### config.mk
export PLATFORM = sky130hd
export DESIGN_NAME = positional_array_list_unit
export DESIGN_NICKNAME = d
export VERILOG_FILES = /design/src/rtl/core/pal_pkg.sv /design/src/rtl/core/pal_ram.sv /design/src/rtl/core/pal_datapath.sv /design/src/rtl/core/pal_ctrl.sv /design/src/rtl/core/positional_array_list_unit.sv
export SDC_FILE = /design/constraint.sdc
export NUM_CORES = 2
export LEC_CHECK = 0
export BUFFER_PORTS_ARGS = -buffer_cell sky130_fd_sc_hd__buf_2
export CORE_AREA = 2 2 446 227
export DETAILED_ROUTE_END_ITERATION = 10
export DIE_AREA = 0 0 448 229
export PLACE_DENSITY = 0.67
export SLEW_MARGIN = 20
export SYNTH_ARGS = -nofsm -noshare
export SYNTH_HDL_FRONTEND = slang
export SYNTH_SLANG_ARGS = --single-unit
### constraint.sdc
create_clock -name clk -period 15.7 [get_ports clk]
set_input_delay 1.57 -clock clk [delete_from_list [all_inputs] [get_ports clk]]
set_output_delay 1.57 -clock clk [all_outputs]
set_load 0.02 [all_outputs]
### src/rtl/core/pal_pkg.sv
`timescale 1ns / 1ps
// ----------------------------------------------------------------------------
// pal_pkg
// Shared types, codes and item layouts of the positional array list unit.
// ----------------------------------------------------------------------------
package pal_pkg;

  localparam int CAPACITY_DEF = 32;
  localparam int WORD_W       = 32;
  localparam int POS_W        = 8;
  localparam int MODE_W       = 3;

  // input item layout, lowest bit first
  localparam int S_MODE_LSB  = 0;
  localparam int S_POS_LSB   = S_MODE_LSB + MODE_W;
  localparam int S_VALUE_LSB = S_POS_LSB + POS_W;
  localparam int S_USED_W    = S_VALUE_LSB + WORD_W;
  localparam int S_TDATA_W   = ((S_USED_W + 7) / 8) * 8;

  // result item layout, lowest bit first
  localparam int M_STATUS_LSB = 0;
  localparam int M_READ_LSB   = M_STATUS_LSB + 2;
  localparam int M_FOUND_LSB  = M_READ_LSB + WORD_W;
  localparam int M_COUNT_LSB  = M_FOUND_LSB + POS_W;
  localparam int M_EMPTY_LSB  = M_COUNT_LSB + POS_W;
  localparam int M_USED_W     = M_EMPTY_LSB + 1;
  localparam int M_TDATA_W    = ((M_USED_W + 7) / 8) * 8;

  typedef enum logic [MODE_W-1:0] {
    MODE_INSERT = 3'd0,
    MODE_DELETE = 3'd1,
    MODE_GET    = 3'd2,
    MODE_LOCATE = 3'd3,
    MODE_CLEAR  = 3'd4
  } mode_t;

  typedef enum logic [1:0] {
    STAT_OK   = 2'd0,
    STAT_FULL = 2'd1,
    STAT_BAD  = 2'd2,
    STAT_MISS = 2'd3
  } status_t;

  typedef enum logic [3:0] {
    ST_IDLE,
    ST_DECODE,
    ST_INS_RD,
    ST_INS_WR,
    ST_DEL_CAP,
    ST_DEL_RD,
    ST_DEL_WR,
    ST_GET_CAP,
    ST_LOC_RD,
    ST_LOC_CMP,
    ST_FINISH
  } state_t;

  typedef enum logic [1:0] {
    RD_CUR,
    RD_CUR_M1,
    RD_POS_M1
  } rd_sel_t;

  typedef enum logic [1:0] {
    WR_UP,
    WR_DOWN,
    WR_PUT
  } wr_sel_t;

  typedef enum logic [2:0] {
    CUR_HOLD,
    CUR_FILL,
    CUR_POS,
    CUR_ZERO,
    CUR_INC,
    CUR_DEC
  } cur_op_t;

  typedef enum logic [1:0] {
    FILL_HOLD,
    FILL_INC,
    FILL_DEC,
    FILL_ZERO
  } fill_op_t;

  typedef struct packed {
    logic     load_req;
    logic     rd_en;
    rd_sel_t  rd_sel;
    logic     wr_en;
    wr_sel_t  wr_sel;
    cur_op_t  cur_op;
    fill_op_t fill_op;
    logic     cap_read;
    logic     set_found;
    logic     set_status;
    status_t  status_code;
    logic     load_out;
  } pal_cmd_t;

  typedef struct packed {
    logic [MODE_W-1:0] mode;
    logic              full;
    logic              ins_pos_ok;
    logic              acc_pos_ok;
    logic              cur_ge_pos;
    logic              cur_lt_fill;
    logic              match;
    logic              out_free;
  } pal_sts_t;

  function automatic int addr_bits(input int depth);
    return (depth > 1) ? $clog2(depth) : 1;
  endfunction

endpackage

### src/rtl/core/pal_ram.sv
`timescale 1ns / 1ps
// ----------------------------------------------------------------------------
// pal_ram
// Generic single write port, single read port RAM with registered read.
// ----------------------------------------------------------------------------
module pal_ram #(
  parameter int WIDTH = 32,
  parameter int DEPTH = 32
) (
  input  logic                                     clk,
  input  logic                                     wr_en,
  input  logic [pal_pkg::addr_bits(DEPTH)-1:0]     wr_addr,
  input  logic [WIDTH-1:0]                         wr_data,
  input  logic                                     rd_en,
  input  logic [pal_pkg::addr_bits(DEPTH)-1:0]     rd_addr,
  output logic [WIDTH-1:0]                         rd_data
);

  logic [WIDTH-1:0] mem [DEPTH];

  always_ff @(posedge clk) begin
    if (wr_en) begin
      mem[wr_addr] <= wr_data;
    end
    if (rd_en) begin
      rd_data <= mem[rd_addr];
    end
  end

endmodule

### src/rtl/core/pal_datapath.sv
`timescale 1ns / 1ps
// ----------------------------------------------------------------------------
// pal_datapath
// Request registers, fill and cursor counters, entry RAM and result register.
// ----------------------------------------------------------------------------
module pal_datapath #(
  parameter int CAPACITY = pal_pkg::CAPACITY_DEF
) (
  input  logic                        clk,
  input  logic                        rst,
  input  pal_pkg::pal_cmd_t           cmd,
  output pal_pkg::pal_sts_t           sts,
  input  logic [pal_pkg::MODE_W-1:0]  in_mode,
  input  logic [pal_pkg::POS_W-1:0]   in_position,
  input  logic [pal_pkg::WORD_W-1:0]  in_value,
  input  logic                        out_ready,
  output logic                        out_valid,
  output logic [1:0]                  out_status,
  output logic [pal_pkg::WORD_W-1:0]  out_read_value,
  output logic [pal_pkg::POS_W-1:0]   out_found_position,
  output logic [pal_pkg::POS_W-1:0]   out_count,
  output logic                        out_is_empty
);

  import pal_pkg::*;

  localparam int AW = addr_bits(CAPACITY);
  localparam int CW = $clog2(CAPACITY + 1);

  logic [MODE_W-1:0] req_mode;
  logic [POS_W-1:0]  req_pos;
  logic [WORD_W-1:0] req_val;
  logic [CW-1:0]     fill;
  logic [CW-1:0]     fill_next;
  logic [CW-1:0]     cur;
  logic [CW-1:0]     cur_next;
  logic [WORD_W-1:0] rd_val;
  logic [POS_W-1:0]  found;
  status_t           status;

  logic [POS_W:0]    pos9;
  logic [POS_W:0]    fill9;
  logic [POS_W:0]    cur9;
  logic [AW-1:0]     pos_m1;
  logic [AW-1:0]     cur_m1;
  logic [AW-1:0]     cur_a;

  logic              ram_wr_en;
  logic [AW-1:0]     ram_wr_addr;
  logic [WORD_W-1:0] ram_wr_data;
  logic [AW-1:0]     ram_rd_addr;
  logic [WORD_W-1:0] ram_rd_data;

  assign pos9   = {1'b0, req_pos};
  assign fill9  = (POS_W + 1)'(fill);
  assign cur9   = (POS_W + 1)'(cur);
  assign pos_m1 = AW'(pos9 - 9'd1);
  assign cur_m1 = AW'(cur9 - 9'd1);
  assign cur_a  = AW'(cur9);

  assign sts.mode        = req_mode;
  assign sts.full        = (fill9 >= (POS_W + 1)'(CAPACITY));
  assign sts.ins_pos_ok  = (req_pos != '0) && (pos9 <= fill9 + 9'd1);
  assign sts.acc_pos_ok  = (req_pos != '0) && (pos9 <= fill9);
  assign sts.cur_ge_pos  = (cur9 >= pos9);
  assign sts.cur_lt_fill = (cur < fill);
  assign sts.match       = (ram_rd_data == req_val);
  assign sts.out_free    = !out_valid || out_ready;

  // ram port selection
  always_comb begin
    ram_wr_en = cmd.wr_en;
    case (cmd.rd_sel)
      RD_CUR:    ram_rd_addr = cur_a;
      RD_CUR_M1: ram_rd_addr = cur_m1;
      RD_POS_M1: ram_rd_addr = pos_m1;
      default:   ram_rd_addr = cur_a;
    endcase
    case (cmd.wr_sel)
      WR_UP: begin
        ram_wr_addr = cur_a;
        ram_wr_data = ram_rd_data;
      end
      WR_DOWN: begin
        ram_wr_addr = cur_m1;
        ram_wr_data = ram_rd_data;
      end
      WR_PUT: begin
        ram_wr_addr = pos_m1;
        ram_wr_data = req_val;
      end
      default: begin
        ram_wr_addr = cur_a;
        ram_wr_data = ram_rd_data;
      end
    endcase
  end

  pal_ram #(
    .WIDTH (WORD_W),
    .DEPTH (CAPACITY)
  ) u_ram (
    .clk     (clk),
    .wr_en   (ram_wr_en),
    .wr_addr (ram_wr_addr),
    .wr_data (ram_wr_data),
    .rd_en   (cmd.rd_en),
    .rd_addr (ram_rd_addr),
    .rd_data (ram_rd_data)
  );

  always_comb begin
    case (cmd.cur_op)
      CUR_HOLD: cur_next = cur;
      CUR_FILL: cur_next = fill;
      CUR_POS:  cur_next = CW'(pos9);
      CUR_ZERO: cur_next = '0;
      CUR_INC:  cur_next = cur + CW'(1);
      CUR_DEC:  cur_next = cur - CW'(1);
      default:  cur_next = cur;
    endcase
    case (cmd.fill_op)
      FILL_HOLD: fill_next = fill;
      FILL_INC:  fill_next = fill + CW'(1);
      FILL_DEC:  fill_next = fill - CW'(1);
      FILL_ZERO: fill_next = '0;
      default:   fill_next = fill;
    endcase
  end

  always_ff @(posedge clk) begin
    cur <= cur_next;
    if (cmd.load_req) begin
      req_mode <= in_mode;
      req_pos  <= in_position;
      req_val  <= in_value;
      rd_val   <= '0;
      found    <= '0;
      status   <= STAT_OK;
    end else begin
      if (cmd.cap_read) begin
        rd_val <= ram_rd_data;
      end
      if (cmd.set_found) begin
        found  <= POS_W'(cur9 + 9'd1);
        status <= STAT_OK;
      end
      if (cmd.set_status) begin
        status <= cmd.status_code;
      end
    end
    if (cmd.load_out) begin
      out_status         <= status;
      out_read_value     <= rd_val;
      out_found_position <= found;
      out_count          <= POS_W'(fill);
      out_is_empty       <= (fill == '0);
    end
  end

  always_ff @(posedge clk) begin
    if (rst) begin
      fill      <= '0;
      out_valid <= 1'b0;
    end else begin
      fill <= fill_next;
      if (cmd.load_out) begin
        out_valid <= 1'b1;
      end else if (out_ready) begin
        out_valid <= 1'b0;
      end
    end
  end

endmodule

### src/rtl/core/pal_ctrl.sv
`timescale 1ns / 1ps
// ----------------------------------------------------------------------------
// pal_ctrl
// Sequencer that steps each request through reads, shifts and the result.
// ----------------------------------------------------------------------------
module pal_ctrl (
  input  logic              clk,
  input  logic              rst,
  input  logic              in_valid,
  output logic              in_ready,
  input  pal_pkg::pal_sts_t sts,
  output pal_pkg::pal_cmd_t cmd
);

  import pal_pkg::*;

  state_t state;
  state_t state_next;

  always_ff @(posedge clk) begin
    if (rst) begin
      state <= ST_IDLE;
    end else begin
      state <= state_next;
    end
  end

  // next state
  always_comb begin
    state_next = state;
    case (state)
      ST_IDLE: begin
        if (in_valid) begin
          state_next = ST_DECODE;
        end
      end
      ST_DECODE: begin
        case (sts.mode)
          MODE_INSERT: begin
            state_next = (sts.full || !sts.ins_pos_ok) ? ST_FINISH : ST_INS_RD;
          end
          MODE_DELETE: state_next = sts.acc_pos_ok ? ST_DEL_CAP : ST_FINISH;
          MODE_GET:    state_next = sts.acc_pos_ok ? ST_GET_CAP : ST_FINISH;
          MODE_LOCATE: state_next = ST_LOC_RD;
          default:     state_next = ST_FINISH;
        endcase
      end
      ST_INS_RD:  state_next = sts.cur_ge_pos ? ST_INS_WR : ST_FINISH;
      ST_INS_WR:  state_next = ST_INS_RD;
      ST_DEL_CAP: state_next = ST_DEL_RD;
      ST_DEL_RD:  state_next = sts.cur_lt_fill ? ST_DEL_WR : ST_FINISH;
      ST_DEL_WR:  state_next = ST_DEL_RD;
      ST_GET_CAP: state_next = ST_FINISH;
      ST_LOC_RD:  state_next = sts.cur_lt_fill ? ST_LOC_CMP : ST_FINISH;
      ST_LOC_CMP: state_next = sts.match ? ST_FINISH : ST_LOC_RD;
      ST_FINISH: begin
        if (sts.out_free) begin
          state_next = ST_IDLE;
        end
      end
      default: state_next = ST_IDLE;
    endcase
  end

  // commands
  always_comb begin
    in_ready        = 1'b0;
    cmd             = '0;
    cmd.rd_sel      = RD_CUR;
    cmd.wr_sel      = WR_UP;
    cmd.cur_op      = CUR_HOLD;
    cmd.fill_op     = FILL_HOLD;
    cmd.status_code = STAT_OK;
    case (state)
      ST_IDLE: begin
        in_ready     = 1'b1;
        cmd.load_req = in_valid;
      end
      ST_DECODE: begin
        case (sts.mode)
          MODE_INSERT: begin
            if (sts.full) begin
              cmd.set_status  = 1'b1;
              cmd.status_code = STAT_FULL;
            end else if (!sts.ins_pos_ok) begin
              cmd.set_status  = 1'b1;
              cmd.status_code = STAT_BAD;
            end else begin
              cmd.cur_op = CUR_FILL;
            end
          end
          MODE_DELETE, MODE_GET: begin
            if (sts.acc_pos_ok) begin
              cmd.rd_en  = 1'b1;
              cmd.rd_sel = RD_POS_M1;
            end else begin
              cmd.set_status  = 1'b1;
              cmd.status_code = STAT_BAD;
            end
          end
          MODE_LOCATE: cmd.cur_op = CUR_ZERO;
          MODE_CLEAR:  cmd.fill_op = FILL_ZERO;
          default: begin
            cmd.set_status  = 1'b1;
            cmd.status_code = STAT_BAD;
          end
        endcase
      end
      ST_INS_RD: begin
        if (sts.cur_ge_pos) begin
          cmd.rd_en  = 1'b1;
          cmd.rd_sel = RD_CUR_M1;
        end else begin
          cmd.wr_en   = 1'b1;
          cmd.wr_sel  = WR_PUT;
          cmd.fill_op = FILL_INC;
        end
      end
      ST_INS_WR: begin
        cmd.wr_en  = 1'b1;
        cmd.wr_sel = WR_UP;
        cmd.cur_op = CUR_DEC;
      end
      ST_DEL_CAP: begin
        cmd.cap_read = 1'b1;
        cmd.cur_op   = CUR_POS;
      end
      ST_DEL_RD: begin
        if (sts.cur_lt_fill) begin
          cmd.rd_en  = 1'b1;
          cmd.rd_sel = RD_CUR;
        end else begin
          cmd.fill_op = FILL_DEC;
        end
      end
      ST_DEL_WR: begin
        cmd.wr_en  = 1'b1;
        cmd.wr_sel = WR_DOWN;
        cmd.cur_op = CUR_INC;
      end
      ST_GET_CAP: cmd.cap_read = 1'b1;
      ST_LOC_RD: begin
        if (sts.cur_lt_fill) begin
          cmd.rd_en  = 1'b1;
          cmd.rd_sel = RD_CUR;
        end else begin
          cmd.set_status  = 1'b1;
          cmd.status_code = STAT_MISS;
        end
      end
      ST_LOC_CMP: begin
        if (sts.match) begin
          cmd.set_found = 1'b1;
        end else begin
          cmd.cur_op = CUR_INC;
        end
      end
      ST_FINISH: cmd.load_out = sts.out_free;
      default: ;
    endcase
  end

endmodule

### src/rtl/core/positional_array_list_unit.sv
`timescale 1ns / 1ps
// ----------------------------------------------------------------------------
// positional_array_list_unit
// Bounded ordered list of signed words addressed by 1-based position.
// ----------------------------------------------------------------------------
// Requests enter on the s_ stream (mode, position, value); one result item
// per request leaves on the m_ stream (status, read value, found position,
// count, empty flag). The entries sit in a single-port-read, single-port-write
// RAM, so shifting and searching walk it one entry at a time, with a read
// step and then a write-back or compare step for each entry.
// Insert shifts the entries from the position to the count up by one,
// delete shifts the entries above the position down, get reads one entry,
// locate compares from position 1 until a hit or the end of the list, and
// clear and rejected requests go straight to the result.
// One request is worked on at a time; s_tready is high only between requests,
// so the next request can be taken in the cycle after the result is loaded.
// A finished result waits in the output register while the next request is
// taken; if m_tready stays low the sequencer holds its final step until the
// register frees. Reset empties the list and drops any pending result; the
// RAM contents are not cleared, only entries below the count are ever read.
// ----------------------------------------------------------------------------
module positional_array_list_unit #(
  parameter int CAPACITY = pal_pkg::CAPACITY_DEF
) (
  input  logic                          clk,
  input  logic                          rst,
  input  logic                          s_tvalid,
  output logic                          s_tready,
  input  logic [pal_pkg::S_TDATA_W-1:0] s_tdata,  // mode, position, value
  output logic                          m_tvalid,
  input  logic                          m_tready,
  output logic [pal_pkg::M_TDATA_W-1:0] m_tdata   // status, read_value,
                                                  // found_position, count,
                                                  // is_empty
);

  import pal_pkg::*;

  pal_cmd_t          cmd;
  pal_sts_t          sts;
  logic [1:0]        out_status;
  logic [WORD_W-1:0] out_read_value;
  logic [POS_W-1:0]  out_found_position;
  logic [POS_W-1:0]  out_count;
  logic              out_is_empty;

  pal_ctrl u_ctrl (
    .clk      (clk),
    .rst      (rst),
    .in_valid (s_tvalid),
    .in_ready (s_tready),
    .sts      (sts),
    .cmd      (cmd)
  );

  pal_datapath #(
    .CAPACITY (CAPACITY)
  ) u_datapath (
    .clk                (clk),
    .rst                (rst),
    .cmd                (cmd),
    .sts                (sts),
    .in_mode            (s_tdata[S_MODE_LSB +: MODE_W]),
    .in_position        (s_tdata[S_POS_LSB +: POS_W]),
    .in_value           (s_tdata[S_VALUE_LSB +: WORD_W]),
    .out_ready          (m_tready),
    .out_valid          (m_tvalid),
    .out_status         (out_status),
    .out_read_value     (out_read_value),
    .out_found_position (out_found_position),
    .out_count          (out_count),
    .out_is_empty       (out_is_empty)
  );

  assign m_tdata = {{(M_TDATA_W - M_USED_W){1'b0}}, out_is_empty, out_count,
                    out_found_position, out_read_value, out_status};

endmodule

# Word-level counts from Yosys, hierarchy flattened
# Memories as Yosys holds them, arrays and structs flattened. A register that Yosys moved wholly into a read port is not among the register bits.
# Cells that the tools add are included.
[classes]
n_addsub = 8
magnitude_cmp = 5
n_eq_ne = 29
n_mux = 50
n_reduce_logical = 20
[op_table]
columns = ["cell", "n"]
rows = [
  ["$pmux W4 S10", 1],
  ["$eq A32 B32 Y1", 1],
  ["$mux W32", 1],
  ["$mux W3", 10],
  ["$pmux W6 S5", 1],
  ["$mux W4", 7],
  ["$pmux W3 S3", 3],
  ["$pmux W5 S2", 2],
  ["$pmux W6 S3", 1],
  ["$eq A4 B3 Y1 const B", 4],
  ["$pmux W4 S4", 1],
  ["$pmux W3 S5", 1],
  ["$add A6 B1 Y7 const B", 2],
  ["$mux W1", 13],
  ["$add A6 B1 Y6 const B", 2],
  ["$eq A3 B2 Y1 const B", 4],
  ["$eq A4 B4 Y1 const B", 3],
  ["$mux W2", 6],
  ["$sub A6 B1 Y6 const B", 2],
  ["$reduce_or A2 Y1", 5],
  ["$sub A5 B1 Y5 const B", 2],
  ["$eq A3 B3 Y1 const B", 3],
  ["$eq A2 B2 Y1 const B", 4],
  ["$eq A4 B2 Y1 const B", 2],
  ["24 further kinds", 31],
]
[word_totals]
regBits = 151
ramBits = 1024
out_inout_bits = 58
wordCells = 128
n_memories = 1
[memory_table]
columns = ["memory", "words", "width", "rd", "rd_clocked_by_memory_dff", "write_ports", "line", "rtl"]
rows = [
  ["u_datapath.u_ram.mem", 32, 32, 1, 1, 1, "pal_ram.sv:19", "logic [WIDTH-1:0] mem [DEPTH];"],
]

# Longest topological paths before layout
[depth]
ltp_word = 9
depth_mapped = 20
depth_no_buf = 17

# Hierarchy
# Synthesis repeated with hierarchy kept, for this count alone.
[unflattened]
cells_unflattened = 2943
hier_area_um2 = 48556.6
[by_module_without_submodules]
columns = ["mod", "instances", "cells_per_inst", "area_per_inst_um2", "seq_area_each_um2"]
rows = [
  ["pal_ram", 1, 2260, 40807.9, 31710.4],
  ["pal_datapath", 1, 564, 6965.4, 3873.7],
  ["pal_ctrl", 1, 112, 734.5, 80.1],
  ["positional_array_list_unit", 1, 7, 48.8, 0.0],
]

# Least setup slack after synthesis
# No wires, ideal clock.
[synth_path]
kind = "reg-to-reg"
start = "register u_datapath.cur[0]"
end = "memory u_datapath.u_ram.mem[16][0] (enable)"
setup_time_ps = 461
arrival_time_ps = 5270
t_required_ps = 15239
slack_ps = 9969
path_stages_with_launch = 17
path_buffers = 3
period_less_slack_ps = 5731
cell_sequence = "edfxtp_1 -> buf_6 -> inv_1 -> ha_1 -> nand2b_1 -> a21oi_1 -> o211ai_1 -> a21oi_1 -> inv_1 -> ha_1 -> clkbuf_1 -> nor4_1 -> o21ai_0 -> o211ai_1 -> clkbuf_1 -> nand3_1 -> nor3_1"
[synth_via]
word_cells_on_any_way = 9
cone_classes = "1 x add/sub; 1 x order compare; 2 x eq/ne; 5 x mux"
[synth_lines]
columns = ["element", "line", "rtl"]
rows = [
  ["start, declared", "pal_datapath.sv:35", "logic [CW-1:0] cur;"],
  ["start signal, assigned", "pal_datapath.sv:132", "cur <= cur_next;"],
  ["$sub A5 B1 Y5", "pal_datapath.sv:58", "assign cur_m1 = AW'(cur9 - 9'd1);"],
  ["via u_datapath.cur_m1[0]", "pal_datapath.sv:45", "logic [AW-1:0] cur_m1;"],
  ["$pmux W5 S2", "pal_datapath.sv:79", "case (cmd.wr_sel)"],
  ["end, declared", "pal_ram.sv:19", ""],
]
# The timed path passes the listed nets, and every way through them passes these cells.

# Worst setup path after layout
[layout_path]
start = "register u_datapath.fill[1]"
end = "register u_datapath.u_ram.rd_data[3], read port of u_datapath.u_ram.mem (data pin)"
[layout_via]
elab_chain_len = 7
word_cells_on_any_way = 10
cone_classes = "2 x order compare; 2 x eq/ne; 5 x mux; 1 x reduce/logical"
[layout_lines]
columns = ["element", "line", "rtl"]
rows = [
  ["start, declared", "pal_datapath.sv:33", "logic [CW-1:0] fill;"],
  ["start signal, assigned", "pal_datapath.sv:166", "fill <= fill_next;"],
  ["$le A8 B6 Y1", "pal_datapath.sv:64", "assign sts.acc_pos_ok = (req_pos != '0) && (pos9 <= fill9);"],
  ["$logic_and A1 B1 Y1", "pal_datapath.sv:64", ""],
  ["$mux W3", "pal_ctrl.sv:93", "if (sts.acc_pos_ok) begin"],
  ["$mux W3", "pal_ctrl.sv:80", "case (sts.mode)"],
  ["$pmux W3 S3 *", "pal_ctrl.sv:74", "case (state)"],
  ["$eq A2 B2 Y1 or $eq A2 B1 Y1 (tied branches)", "pal_datapath.sv:73", "case (cmd.rd_sel)"],
  ["$pmux W5 S2", "pal_datapath.sv:73", ""],
  ["end, declared", "pal_ram.sv:16", "output logic [WIDTH-1:0] rd_data"],
]
# Every way passes the cells marked *; elsewhere a longest branch is shown, timed or not.
# A chain may end at the register's enable or synchronous reset.

==> run_results.csv <==
group,metric,value,unit
run_status,status,"finished clean",
setup_path,critPathLaunchType,"register",
synthesis,synth.distinct_cells,80,
clocking,cts_tree,"done",
sta,period_minus_slack,8340,ps
route,remaining_drc_errors,0,
cells_and_area,fin_cells,5077,
route,vias_per_cell,6.03,
global_route,grt_max_degree,187,
setup_path,rrSetupSlack,7360,ps
setup_path,crit_fanout,162,
synthesis,synth_edf_count,1153,
route,first_pass_iters,5,
setup_path,crit_arrival,8770,ps
power_and_ir_drop,p_per_area,164,mW/mm^2
setup_path,critPathMaxStageDelay,830,ps
placed_design,place_inst,4897,
synthesis,ys_top_cells_by_area,"edfxtp_1, nand2_1, nand3_1",
route,via_count,30615,
synthesis,yosysWarnings,0,
sta,slew-limit-headroom,0.196,
route,drt_iter0_drc,5368,
sta,hold_ws,431,ps
clocking,numCtsBuffers,96,
global_route,grt_pass1_vias,27679,
sta,fin_ws,7360,ps
clocking,cts_hold_buf,0,
floorplan,io_pins,110,
hold_path,hold_class,"register to register",
power_and_ir_drop,p_total,8.79,mW
setup_path,slowest_stage,"buf_4",
global_route,antenna_found_initial,5,
floorplan,core_area,0.0989,sq mm
route,routed_wl,138000,um
sta,fin_crit_sh,0.531,
sta,skew,24.5,ps
setup_path,crit_type,"register to register",
floorplan,row_count,82,
sta,setup_viol,0,
floorplan,start_util,0.495,
placed_design,gp_congestion,0.894,
setup_path,critPathBufInv,4,
cells_and_area,layout_common_cells,"edfxtp_1, nand2_1, nand3_1",
cells_and_area,fin_util,0.544,
floorplan,die-width,448,um
route,antenna_left,0,
clocking,cts_buffer_depth,3,
power_and_ir_drop,max-vdd-ir-drop,168,uV
clocking,cts_resized,0,
synthesis,synth.largest_area_cell,"edfxtp_1",
synthesis,synth-seq-area-share,0.729,
sta,max_freq,120,MHz
floorplan,die_h,229,um
synthesis,ys.flop_type,"edfxtp_1",
sta,finalSetupTns,0,ps
placed_design,postPlaceCellArea,0.0507,sq mm
placed_design,dp_hpwl,75600,um
global_route,grt_usage,0.266,
cells_and_area,drive_above_1_share,0.113,
setup_path,critPathRequiredTime,16140,ps
synthesis,netlist_area,0.0489,sq mm
global_route,grt-ovfl-total,0,
cells_and_area,final_area,0.0538,sq mm
synthesis,synth.avg_cell_area,13.6,sq um
route,routedWlPerCell,27.2,um
setup_path,crit_path_end_kind,"register",
synthesis,async_flop_share,0,
clocking,path_clk_slew,70,ps
placed_design,post-place-ws,7710,ps
floorplan,dieArea,0.103,sq mm
sta,rsz0062_at_grt,"false",
sta,hold_viol_final,0,
global_route,grt_pass1_wl,196000,um
setup_path,crit_family,"buffers and inverters",
setup_path,cp_cell_sequence,"inv_1 > ha_1 > nor2b_1 > o21a_1 > o21ai_0 > a21oi_1 > nor3_1 > nand3_1 > ha_1 > and2b_2 > o21a_1 > a221o_4 > buf_4 > buf_12 > buf_4 > mux2i_1 > o22ai_1 > nor4_2 > a22oi_2",
placed_design,port_buffers,96,
synthesis,syn_inst,3600,
cells_and_area,layout_commonest_cell,"edfxtp_1",
sta,max_slew.worst_pin.slew,1210,ps
sta,drv_slew,0,
synthesis,ys_ff_latch,1205,
synthesis,synth_top_area_frac,0.708,
cells_and_area,fillerInstances,7996,
clocking,clock_latency,720,ps
clocking,cts_max_level,3,
power_and_ir_drop,leakagePower,18.2,nW
cells_and_area,syn_to_final_growth,9.88,%
clocking,root_buffer,"clkbuf_16",
clocking,clkSinkCount,1205,
clocking,post_cts_buffers,0,
cells_and_area,nets,3748,
flow_run,cap_violations,0,
-- per-layer routing --
metal  GRT usage  part of all wire
met1       0.432              0.45
met2       0.332              0.39
met3      0.0980              0.15
met4      0.0545             0.018
met5           0                 0
-- sequential cells by signal (all words and copies together), names as in the netlist, 3 cells and up --
name,flops
u_datapath.req_val,32
u_datapath.cur,6
u_datapath.u_ram.mem,1024
u_datapath.out_count,6
u_datapath.rd_val,32
u_datapath.req_mode,3
u_ctrl.state,4
u_datapath.req_pos,8
u_datapath.out_read_value,32
u_datapath.fill,6
u_datapath.found,7
u_datapath.out_found_position,7
u_datapath.u_ram.rd_data,32
-- synth_stat cells (all sizes together), types with 49 or more instances --
library cell / n
a21oi: 217
a31oi: 64
and3: 67
buf: 83
clkbuf: 133
dfxtp: 52
edfxtp: 1153
mux2i: 104
nand2: 926
nand3: 220
nor2: 61
o21ai: 49
-- report_power, final --
| group | switching (mW) | internal (mW) | total [mW] |
|---|---|---|---|
| clock | 1.15 | 1.27 | 2.42 |
| combinational | 1.64 | 0.638 | 2.28 |
| sequential | 0.144 | 3.94 | 4.09 |
| total | 2.94 | 5.85 | 8.79 |
-- final timing paths --
kind	from	to	cells past startpoint
setup / recovery	u_datapath.fill[1]	u_datapath.u_ram.rd_data[3]	19
hold / removal	u_datapath.rd_val[14]	u_datapath.out_read_value[14]	0
setup reg to reg	u_datapath.fill[1]	u_datapath.u_ram.rd_data[3]	19
hold reg to reg	u_datapath.rd_val[14]	u_datapath.out_read_value[14]	0
-- logic make-up after synthesis --
logic type,synth area share
xor+xnor,0.00949
mux,0.0291
compound gates,0.0687
flops,0.729
fa+ha+maj,0.0116
simple gates,0.123
other cells,0.0000766
buf+inv,0.0291
-- area by class of cell --
class                      instances  area [sq um]  area share
antenna                            1          2.50   0.0000465
clock buffer                     116          2520      0.0469
clock inverter                    62           536     0.00996
inverter                          35           131     0.00244
multi-input combinational       2150         12200       0.227
sequential                      1205         35700       0.663
tap                             1344          1680      0.0313
timing repair buffer             164          1050      0.0195
No activity file was read; power rests on OpenSTA's default activity.
